--- src/rtl/core/ric_fifo.sv ---
// Small synchronous queue for requests and results.
// No package dependency.
module ric_fifo #(
    parameter int WIDTH = 8,
    parameter int DEPTH = 2
) (
    input  logic             clk,
    input  logic             rst_n,
    input  logic             wr,
    input  logic [WIDTH-1:0] wdata,
    input  logic             rd,
    output logic [WIDTH-1:0] rdata,
    output logic             full,
    output logic             empty
);
    localparam int PW = (DEPTH > 1) ? $clog2(DEPTH) : 1;
    localparam int CW = PW + 1;

    logic [WIDTH-1:0] data_reg [DEPTH];
    logic [PW-1:0]    wp_reg, wp_next;
    logic [PW-1:0]    rp_reg, rp_next;
    logic [CW-1:0]    cnt_reg, cnt_next;
    logic             do_wr, do_rd;

    assign full  = (cnt_reg == CW'(DEPTH));
    assign empty = (cnt_reg == '0);
    assign rdata = data_reg[rp_reg];
    assign do_wr = wr && !full;
    assign do_rd = rd && !empty;

    always_comb
    begin
        wp_next  = do_wr ? ((wp_reg == PW'(DEPTH - 1)) ? '0 : wp_reg + 1'b1) : wp_reg;
        rp_next  = do_rd ? ((rp_reg == PW'(DEPTH - 1)) ? '0 : rp_reg + 1'b1) : rp_reg;
        cnt_next = cnt_reg + CW'(do_wr) - CW'(do_rd);
    end

    always_ff @(posedge clk or negedge rst_n)
    begin
        if (!rst_n)
        begin
            wp_reg  <= '0;
            rp_reg  <= '0;
            cnt_reg <= '0;
        end
        else
        begin
            wp_reg  <= wp_next;
            rp_reg  <= rp_next;
            cnt_reg <= cnt_next;
        end
    end

    always_ff @(posedge clk)
    begin
        if (do_wr)
        begin
            data_reg[wp_reg] <= wdata;
        end
    end

endmodule

--- config.mk ---
export PLATFORM = sky130hd
export DESIGN_NAME = ric_fifo
export DESIGN_NICKNAME = d
export VERILOG_FILES = /design/src/rtl/core/ric_fifo.sv
export SDC_FILE = /design/constraint.sdc
export NUM_CORES = 1
export LEC_CHECK = 0
export ABC_AREA = 0
export BUFFER_PORTS_ARGS = -buffer_cell sky130_fd_sc_hd__buf_2
export CAP_MARGIN = 10
export CORE_MARGIN = 2
export CORE_UTILIZATION = 53
export CTS_BUF_LIST = sky130_fd_sc_hd__clkbuf_4
export DETAILED_ROUTE_END_ITERATION = 10
export PLACE_DENSITY = 0.84
export SYNTH_ARGS = -nofsm -noshare
export SYNTH_HDL_FRONTEND = slang
export SYNTH_SLANG_ARGS = --single-unit
--- constraint.sdc ---
create_clock -name clk -period 3.05 [get_ports clk]
set_input_delay 0.305 -clock clk [delete_from_list [all_inputs] [get_ports clk]]
set_output_delay 0.305 -clock clk [all_outputs]
set_load 0.01 [all_outputs]
**Yosys cells after proc, flatten, opt, wreduce, memory -nomap -nowiden**

Memory sizes are Yosys's and may differ from the RTL's.
Index checks and enable logic that the tools add are counted.

- $add $sub $neg: 4
- Equality and inequality tests: 1
- Multiplexer cells: 4
- Reductions and logical operators: 5

Operator list:

| operator | number |
|---|---|
| 1-bit two-way mux | 4 |
| 1-bit adder (second input constant) | 2 |
| 2-bit by 1-bit adder with 2-bit output | 1 |
| 2-bit == test (second input constant) | 1 |
| 1-bit logical AND | 2 |
| 1-bit zero test | 2 |
| 2-bit zero test | 1 |
| 2-bit by 1-bit subtractor with 2-bit output | 1 |

- Flip-flop bits (word level): 4
- RAM bits: 16
- Bits of input ports: 12
- Output and inout bits: 10
- Word-level logic and storage cells: 18
- Memories: 1

Memory list:

| name | words | width | rd ports | clocked after Yosys merged registers in | write ports | line | source |
|---|---|---|---|---|---|---|---|
| data_reg | 2 | 8 | 1 | 0 | 1 | 19 | `logic [WIDTH-1:0] data_reg [DEPTH];` |

**Longest topological paths before layout**

Gate-level depths: netlist (run 1).

- Word-level depth: 5
- Gate-level depth with buffers: 7
- Depth with buffers taken out: 7

**Worst setup path before layout (run 1)**

OpenSTA, ideal clock, no wires.

- Path type: register to register
- From: register cnt_reg[0]
- To: register cnt_reg[1]
- Library setup time: 0.123 ns
- Arrival time: 1.352 ns
- Required time: 2.927 ns
- Slack: 1.575 ns
- Cell stages (with the launch flop): 8
- Buffers on the path: 0
- Period minus slack after synthesis: 1.475 ns
- Path through: dfrtp_1 > nor2_2 > nor2b_2 > ha_1 > inv_1 > ha_1 > xnor2_1 > xnor2_1

- Elaborated cells between the ends (all ways): 8
- Those cells by class: 2 x add/sub; 1 x eq/ne; 5 x reduce/logical

RTL lines:

| item | line | source |
|---|---|---|
| start, declared | 22 | `logic [CW-1:0] cnt_reg, cnt_next;` |
| start signal, assigned | 50 | `cnt_reg <= cnt_next;` |
| 2-bit zero test | 26 | `assign empty = (cnt_reg == '0);` |
| via empty | 14 | `output logic empty` |
| 1-bit zero test | 29 | `assign do_rd = rd && !empty;` |
| 1-bit logical AND | 29 |  |
| via do_rd | 23 | `logic do_wr, do_rd;` |
| 2-bit by 1-bit subtractor with 2-bit output | 35 | `cnt_next = cnt_reg + CW'(do_wr) - CW'(do_rd);` |
| via cnt_next[1] | 22 |  |

The timed path passes the listed nets, and every way through them passes these cells.
A chain may end at the register's enable or synchronous reset.

**Worst setup path in the final report (run 1)**

- From: register rp_reg
- To: output port rdata[0]

- Cells in the longest elaborated chain, start to end: 1

RTL lines:

| item | line | source |
|---|---|---|
| start, declared | 21 | `logic [PW-1:0] rp_reg, rp_next;` |
| start signal, assigned | 49 | `rp_reg <= rp_next;` |
| memory read 2 x 8 bit | -- |  |
| end, declared | 12 | `output logic [WIDTH-1:0] rdata,` |

Every way passes these cells.

==> flow_summary.yaml, run 1 <==
run_status:
  status: "finished, final reports clean"
worst_setup_path:
  rrSetupSlack_ns: 1.46
  rr_worst_depth: 7
  crit_buf_inv: 1
  critical_path.max_fanout: 9
  crit_chain: "mux2_2, buf_2"
  r2r-start: "cnt_reg[0]$_DFF_PN0_"
  cp_top_family: "flip-flops"
  critical_path.max_stage_delay_ns: 0.59
  worstSetupPathType: "reg -> out"
  crit_arrival_ns: 1.40
  cp_slowest_cell: "dfrtp_1"
  crit_required_ns: 2.74
  timing.rr.end: "cnt_reg[1]$_DFF_PN0_"
  cp-end-kind: "output port"
  startpoint_type: "flop"
synthesis:
  synth_cells: 43
  synth_ff_type: "edfxtp_1"
  ys_seq_area_frac: 0.740
  synthTopCellsByCount: "edfxtp_1 (16), mux2_2 (8), dfrtp_1 (4)"
  synth_area_sq_um: 785
  synth-edff-count: 16
  yosys.area.top_type: "edfxtp_1"
  synth_top_cell_area_share: 0.612
  yosys_warnings: 0
  syn_area_per_cell_sq_um: 18.2
  synth_fp_nets: 57
  ys_seq_elements: 20
  ys_top_cells_by_area: "edfxtp_1 (61%), dfrtp_1 (13%), mux2_2 (11%)"
  yosys.cell_count.top_type: "edfxtp_1"
  synth_cell_types: 14
  synth-async-reset-ratio: 0.200
cts:
  cts_root_buf: "clkbuf_4"
  cts.sinks: 20
  cts_tree: "yes"
  clk_pin_slew_worst_paths_ns: 0.10
  postCtsSetupBuffers: 0
  cts-htree-levels: 1
  cts_buffers: 3
  clock_latency_ns: 0.29
  cts.path.max_buffers: 2
floorplan:
  die_y_um: 42.5
  core_sq_mm: 0.00133
  die_x_um: 42.5
  rows: 13
  start_util: 0.588
  pin_count: 22
  dieArea_sq_mm: 0.00180
worst_hold_path:
  min_from: "wdata[6]"
  hold_depth: 1
  hold_class: "in -> reg"
  hold_end: "data_reg[0][6]$_DFFE_PP_"
power:
  p_int_mw: 0.588
  ir_drop_mv: 0.452
  power_frac_clock: 0.153
  seqPwrFrac: 0.513
  leakagePower_nw: 0.391
  p_sw_frac: 0.309
  share_comb_of_total_power: 0.334
  power.switching_mw: 0.263
  p_per_area_mw_per_mm2: 908
placement:
  routabilityCongestion: 0.739
  dp_slack_ns: 1.49
  place_hpwl_um: 882
  port_buffers: 21
route:
  via_per_inst: 5.04
  wl_um: 1170
  drt-initial-drc-count: 13
  wl_met1_um: 474
  drcViolationCount: 0
  wl_met3_um: 53
  wl_met2_um: 645
  num_vias: 418
  wl_per_cell_um: 14.1
  top_layer_used: "met3"
  ant_nets: 0
  drt_pass1_iterations: 5
grt:
  grt.total_usage: 0.148
  grt_antenna_before_repair: 0
  overflow: 0
  grt_first_pass_wirelength_um: 1900
  grt_pass1_vias: 417
  grt_max_degree: 12
cells_and_area:
  diodes: 0
  largest_reg_flops: 16
  syn_to_final_growth_pct: 19.5
  fillers: 96
  nNetsFinal: 83
  layout-drive-gt1-share: 0.515
sta:
  fin_crit_ns: 1.70
  fin_tns_setup_ns: 0
  setup_ws_ns: 1.35
  maxSlewHeadroom: 0.574
  finalClockSkew_ns: 0.00631
  period_share: 0.559
  grt_setup_unrepaired: "no"
  worst_pin_slew_ns: 0.637
  setup_viol: 0
  finalMaxSlewViolations: 0
  hold_violations: 0
  fmax_mhz: 587
job:
  max_cap_violations: 0
==> through the flow <==
step	util	cell area [sq um]	power [mW]	instances	hold slack, ns
floorplan	-	785	0.640	43	0.00941
global route	0.703	937	0.907	83	0.185
detailed placement	0.673	897	0.729	78	0.118
finish	0.703	937	0.851	83	0.198
CTS	0.703	937	0.861	83	0.186
global placement	0.673	897	0.714	78	0.117
==> cells by family (layout without fill, tap and decap cells) <==
family | Yosys count | after routing | synth area share
DFF | 20 | 20 | 0.740
muxes | 8 | 8 | 0.115
and+or+nand+nor | 6 | 6 | 0.0447
xor gates and xnor gates | 4 | 4 | 0.0447
buffers and inverters | 3 | 28 | 0.0239
adders and majority gates | 2 | 2 | 0.0319
==> timing repair <==
action,4_1_cts,5_1_grt
endpoints found under the setup margin,0,0
resized for setup,0,0
endpoints found under the hold margin,4,0
hold buffers,1,0
==> worst max path at each step <==
stage / startpoint / to / slack, ns / depth (start not counted)
after floorplan: cnt_reg[0]$_DFF_PN0_ / cnt_reg[1]$_DFF_PN0_ / 1.57 / 7
after CTS: rp_reg$_DFFE_PN0P_ / rdata[0] / 1.33 / 2
after detailed placement: cnt_reg[0]$_DFF_PN0_ / data_reg[0][3]$_DFFE_PP_ / 1.49 / 3
final: rp_reg$_DFFE_PN0P_ / rdata[0] / 1.35 / 2
after global placement: cnt_reg[0]$_DFF_PN0_ / data_reg[0][0]$_DFFE_PP_ / 1.54 / 3
after global routing: rp_reg$_DFFE_PN0P_ / rdata[0] / 1.27 / 2
==> worst reg2reg max path: stages, from the launching register on <==
cell and delay (ns):
dfrtp_1 0.40, nand2b_1 0.17, nand2_1 0.11, ha_1 0.28, inv_1 0.04, ha_1 0.18, xnor2_1 0.18, xnor2_1 0.14
==> cells in the final DEF (no fill, tap or decap), types with 2 or more instances in the layout <==
cell and n:
ha_1 2, dfrtp_1 4, buf_2 21, clkbuf_4 4
inv_1 2, edfxtp_1 16, mux2_2 8, xnor2_1 3
==> area by class of cell <==
class | instances | area, sq um | share of cell area
Clock buffer | 4 | 30.0 | 0.0320
Sequential cell | 20 | 581 | 0.619
Timing Repair Buffer | 22 | 115 | 0.123
Multi-Input combinational cell | 20 | 185 | 0.198
Inverter | 2 | 7.51 | 0.00801
Tap cell | 15 | 18.8 | 0.0200
==> metal layers <==
layer  GRT usage  up-vias
met4      0.0563        0
met1       0.172      203
met5           0        -
met2       0.262       12
li1            -      203
met3      0.0345        0
==> power by group through the flow <==
| stage | logic [mW] | clock network [mW] | registers [mW] |
|---|---|---|---|
| after CTS | 0.289 | 0.135 | 0.437 |
| after floorplan | 0.228 | 0 | 0.412 |
| after global placement | 0.277 | 0 | 0.437 |
| final | 0.285 | 0.130 | 0.437 |
| after detailed placement | 0.286 | 0 | 0.443 |
| after global routing | 0.314 | 0.148 | 0.446 |
(Power assumes the default switching activity.)
==> run 2, diff against run 1 <==
--- a/config.mk
+++ b/config.mk
@@ -9,10 +9,10 @@
 export BUFFER_PORTS_ARGS = -buffer_cell sky130_fd_sc_hd__buf_2
 export CAP_MARGIN = 10
 export CORE_MARGIN = 2
-export CORE_UTILIZATION = 53
+export CORE_UTILIZATION = 52
 export CTS_BUF_LIST = sky130_fd_sc_hd__clkbuf_4
 export DETAILED_ROUTE_END_ITERATION = 10
-export PLACE_DENSITY = 0.84
+export PLACE_DENSITY = 0.83
 export SYNTH_ARGS = -nofsm -noshare
 export SYNTH_HDL_FRONTEND = slang
 export SYNTH_SLANG_ARGS = --single-unit
==> constraint.sdc (replaced) <==
create_clock -name clk -period 1.74 [get_ports clk]
set_input_delay 0.174 -clock clk [delete_from_list [all_inputs] [get_ports clk]]
set_output_delay 0.174 -clock clk [all_outputs]
set_load 0.01 [all_outputs]
==> flow_summary.yaml, run 2 (synthesized netlist as in run 1, its figures left out) <==
cells_and_area:
  final_common_cell: "buf_2"
  final_cell_mix: "buf_2 (21), edfxtp_1 (16), mux2_2 (8)"
  syn_to_final_growth_pct: 20.6
  layout-drive-gt1-share: 0.522
  nNetsFinal: 84
  diodes: 0
  largest_reg_flops: 16
floorplan:
  rows: 14
  die_x_um: 42.8
  core_sq_mm: 0.00145
  die_y_um: 42.8
  dieArea_sq_mm: 0.00184
  start_util: 0.540
  pin_count: 22
sta:
  hold_violations: 0
  maxSlewHeadroom: 0.737
  setup_ws_ns: 0.165
  worst_pin_slew_ns: 0.394
  finalMaxSlewViolations: 0
  fmax_mhz: 635
  finalClockSkew_ns: 0.00896
  setup_viol: 0
  grt_setup_unrepaired: "no"
  fin_tns_setup_ns: 0
  period_share: 0.905
  fin_crit_ns: 1.57
cts:
  postCtsSetupBuffers: 0
  cts_tree: "yes"
  hold_buffers: 1
  cts.path.max_buffers: 2
  clock_latency_ns: 0.28
  cts_buffers: 3
  clk_pin_slew_worst_paths_ns: 0.10
  cts-htree-levels: 1
  cts_root_buf: "clkbuf_4"
  cts.sinks: 20
  ctsResizeCount: 0
placement:
  port_buffers: 21
  routabilityCongestion: 0.752
  dp_slack_ns: 0.222
route:
  ant_nets: 0
  drt-initial-drc-count: 2
  drt_pass1_iterations: 2
  via_per_inst: 4.82
  wl_per_cell_um: 13.2
  wl_um: 1120
  drcViolationCount: 0
  num_vias: 410
power:
  p_sw_frac: 0.303
  power_frac_clock: 0.151
  leakagePower_nw: 0.396
  seqPwrFrac: 0.510
  power.switching_mw: 0.452
  share_comb_of_total_power: 0.339
  ir_drop_mv: 0.879
  p_per_area_mw_per_mm2: 1580
  p_int_mw: 1.04
grt:
  grt_antenna_before_repair: 0
  overflow: 0
  grt_max_degree: 12
  grt_first_pass_wirelength_um: 1790
  grt.total_usage: 0.145
  grt_pass1_vias: 405
worst_setup_path:
  cp_top_family: "flip-flops"
  crit_chain: "mux2_2, buf_2"
  worstSetupPathType: "reg -> out"
  crit_required_ns: 1.57
  cp_slowest_cell: "dfrtp_1"
  crit_buf_inv: 1
  cp-end-kind: "output port"
  critical_path.max_fanout: 9
  crit_arrival_ns: 1.40
  startpoint_type: "flop"
  critical_path.max_stage_delay_ns: 0.59
run_status:
  status: "finished, final reports clean"
job:
  max_cap_violations: 0
worst_hold_path:
  hold_class: "in -> reg"
run 2: cell type report:
class	instances	area, sq um
sequential	20	581
clock buffer	4	30.0
inverter	2	7.51
fill	114	508
timing repair buffer	23	123
multi-input combinational	20	185
tap	16	20.0
run 2: power groups by stage:
stage	combinational [mW]	sequential, mW	clock, mW
floorplan	0.400	0.723	0
global placement	0.494	0.765	0
detailed placement	0.514	0.771	0
CTS	0.516	0.762	0.234
global route	0.568	0.777	0.257
finish	0.505	0.761	0.225
run 2: final timing paths:
path / from / cells after the start / to / slack, ns
max reg2reg: cnt_reg[1]$_DFF_PN0_ / 7 / cnt_reg[1]$_DFF_PN0_ / 0.23
min in group asynchronous: rst_n / 2 / wp_reg$_DFFE_PN0N_ / 0.22
min: wdata[0] / 1 / data_reg[1][0]$_DFFE_PP_ / 0.07
max: rp_reg$_DFFE_PN0P_ / 2 / rdata[4] / 0.17
min reg2reg: wp_reg$_DFFE_PN0N_ / 1 / wp_reg$_DFFE_PN0N_ / 0.50
max in group asynchronous: rst_n / 2 / rp_reg$_DFFE_PN0P_ / 1.40
run 2: stage by stage:
step | cells | instance area (sq um) | util | power (mW) | hold slack (ns)
final | 85 | 946 | 0.651 | 1.49 | 0.0691
after global routing | 85 | 946 | 0.651 | 1.60 | 0.0466
after CTS | 85 | 946 | 0.651 | 1.51 | 0.0645
after detailed placement | 80 | 906 | 0.623 | 1.29 | -0.0131
after global placement | 80 | 906 | 0.623 | 1.26 | -0.0162
after floorplan | 43 | 785 | - | 1.12 | -0.122
run 2: layer usage:
layer	wire length [um]	part of all wire	track usage	vias up
met5	0	0	0	-
li1	-	-	-	208
met3	56	0.050	0.0340	2
met4	21	0.019	0.0938	0
met1	479	0.43	0.183	188
met2	564	0.50	0.221	12
==> run 3, diff against run 2 <==
--- a/config.mk
+++ b/config.mk
@@ -8,7 +8,6 @@
 export ABC_AREA = 0
 export BUFFER_PORTS_ARGS = -buffer_cell sky130_fd_sc_hd__buf_2
 export CAP_MARGIN = 10
-export CORE_MARGIN = 2
 export CORE_UTILIZATION = 52
 export CTS_BUF_LIST = sky130_fd_sc_hd__clkbuf_4
 export DETAILED_ROUTE_END_ITERATION = 10
==> flow_summary.yaml, run 3 (synthesized netlist as in run 1, its figures left out) <==
run_status:
  status: "finished, final reports clean"
worst_setup_path:
  startpoint_type: "flop"
  crit_arrival_ns: 1.40
  cp-end-kind: "output port"
  rr_worst_depth: 7
  crit_required_ns: 1.57
  critical_path.max_fanout: 9
  worstSetupPathType: "reg -> out"
  rrSetupSlack_ns: 0.24
route:
  wl_um: 1070
  drt_pass1_iterations: 2
  ant_nets: 0
  via_per_inst: 4.89
  num_vias: 416
  wl_per_cell_um: 12.5
  drcViolationCount: 0
  drt-initial-drc-count: 11
cts:
  postCtsSetupBuffers: 0
  ctsResizeCount: 0
  cts.path.max_buffers: 2
  clock_latency_ns: 0.29
  cts-htree-levels: 1
  cts.sinks: 20
  clk_pin_slew_worst_paths_ns: 0.10
  cts_buffers: 3
  cts_root_buf: "clkbuf_4"
  cts_tree: "yes"
cells_and_area:
  final_cell_mix: "buf_2 (21), edfxtp_1 (16), mux2_2 (8)"
  nNetsFinal: 85
  syn_to_final_growth_pct: 20.9
  fin_cells: 85
  final_common_cell: "buf_2"
  layout-drive-gt1-share: 0.514
  diodes: 0
  largest_reg_flops: 16
worst_hold_path:
  hold_class: "in -> reg"
  hold_depth: 1
power:
  ir_drop_mv: 0.883
  p_per_area_mw_per_mm2: 1560
  leakagePower_nw: 0.399
floorplan:
  rows: 13
  dieArea_sq_mm: 0.00167
  start_util: 0.581
  pin_count: 22
  die_y_um: 40.8
  die_x_um: 40.8
  core_sq_mm: 0.00135
sta:
  worst_pin_slew_ns: 0.389
  finalMaxSlewViolations: 0
  finalClockSkew_ns: 0.00192
  fin_tns_setup_ns: 0
  fin_crit_ns: 1.57
  fmax_mhz: 635
  grt_setup_unrepaired: "no"
  period_share: 0.905
  hold_violations: 0
  setup_viol: 0
  maxSlewHeadroom: 0.740
placement:
  dpl.cell_count: 80
  routabilityCongestion: 0.678
  place_hpwl_um: 772
  port_buffers: 21
grt:
  overflow: 0
  grt_first_pass_wirelength_um: 1670
  grt_antenna_before_repair: 0
  grt_pass1_vias: 414
  grt_max_degree: 12
  grt.total_usage: 0.165
job:
  max_cap_violations: 0
==> run 3: worst max-delay path, cell delays in order, from the launching register on <==
cell and delay (ns):
dfrtp_1 0.59, mux2_2 0.38, buf_2 0.14
==> run 3: worst paths after layout <==
check / start / to
worst max-delay path: rp_reg$_DFFE_PN0P_ / rdata[3]
worst min-delay path: wdata[3] / data_reg[0][3]$_DFFE_PP_
worst max register to register: cnt_reg[0]$_DFF_PN0_ / cnt_reg[1]$_DFF_PN0_
worst min register to register: wp_reg$_DFFE_PN0N_ / wp_reg$_DFFE_PN0N_
max in group asynchronous: rst_n / rp_reg$_DFFE_PN0P_
min in group asynchronous: rst_n / cnt_reg[1]$_DFF_PN0_
==> run 3: final cells by class <==
class                      instances  area [sq um]
timing repair buffer              24           130
multi-input combinational         20           185
sequential                        20           581
inverter                           2          7.51
fill                              91           402
clock buffer                       3          22.5
clock inverter                     1          3.75
tap                               15          18.8
==> run 3: layer usage <==
layer	vias up	global-route usage	wire length, um
met2	9	0.262	544
met4	0	0.0917	10
met5	-	0	0
met3	2	0.0489	29
li1	209	-	-
met1	196	0.201	481
==> run 3: stage by stage <==
stage,util,cell area [sq um],worst slack [ns],hold WS (ns),total power [mW]
global route,0.703,948,0.0697,0.0515,1.59
finish,0.703,948,0.165,0.0644,1.48
detailed placement,0.676,912,0.247,-0.0146,1.28
floorplan,-,785,0.265,-0.122,1.12
CTS,0.703,948,0.153,0.0562,1.50
global placement,0.676,912,0.249,-0.0155,1.27
==> run 3: where the power goes <==
group | leakage [nW] | internal (mW) | switching [mW]
registers | 0.195 | 0.669 | 0.0910
logic | 0.188 | 0.274 | 0.234
clock network | 0.0154 | 0.0834 | 0.130
total | 0.399 | 1.03 | 0.455
==> run 3: what timing repair did <==
item,CTS,global route
endpoints found under the setup margin,0,0
hold endpoints to repair,4,0
hold buffers,1,0
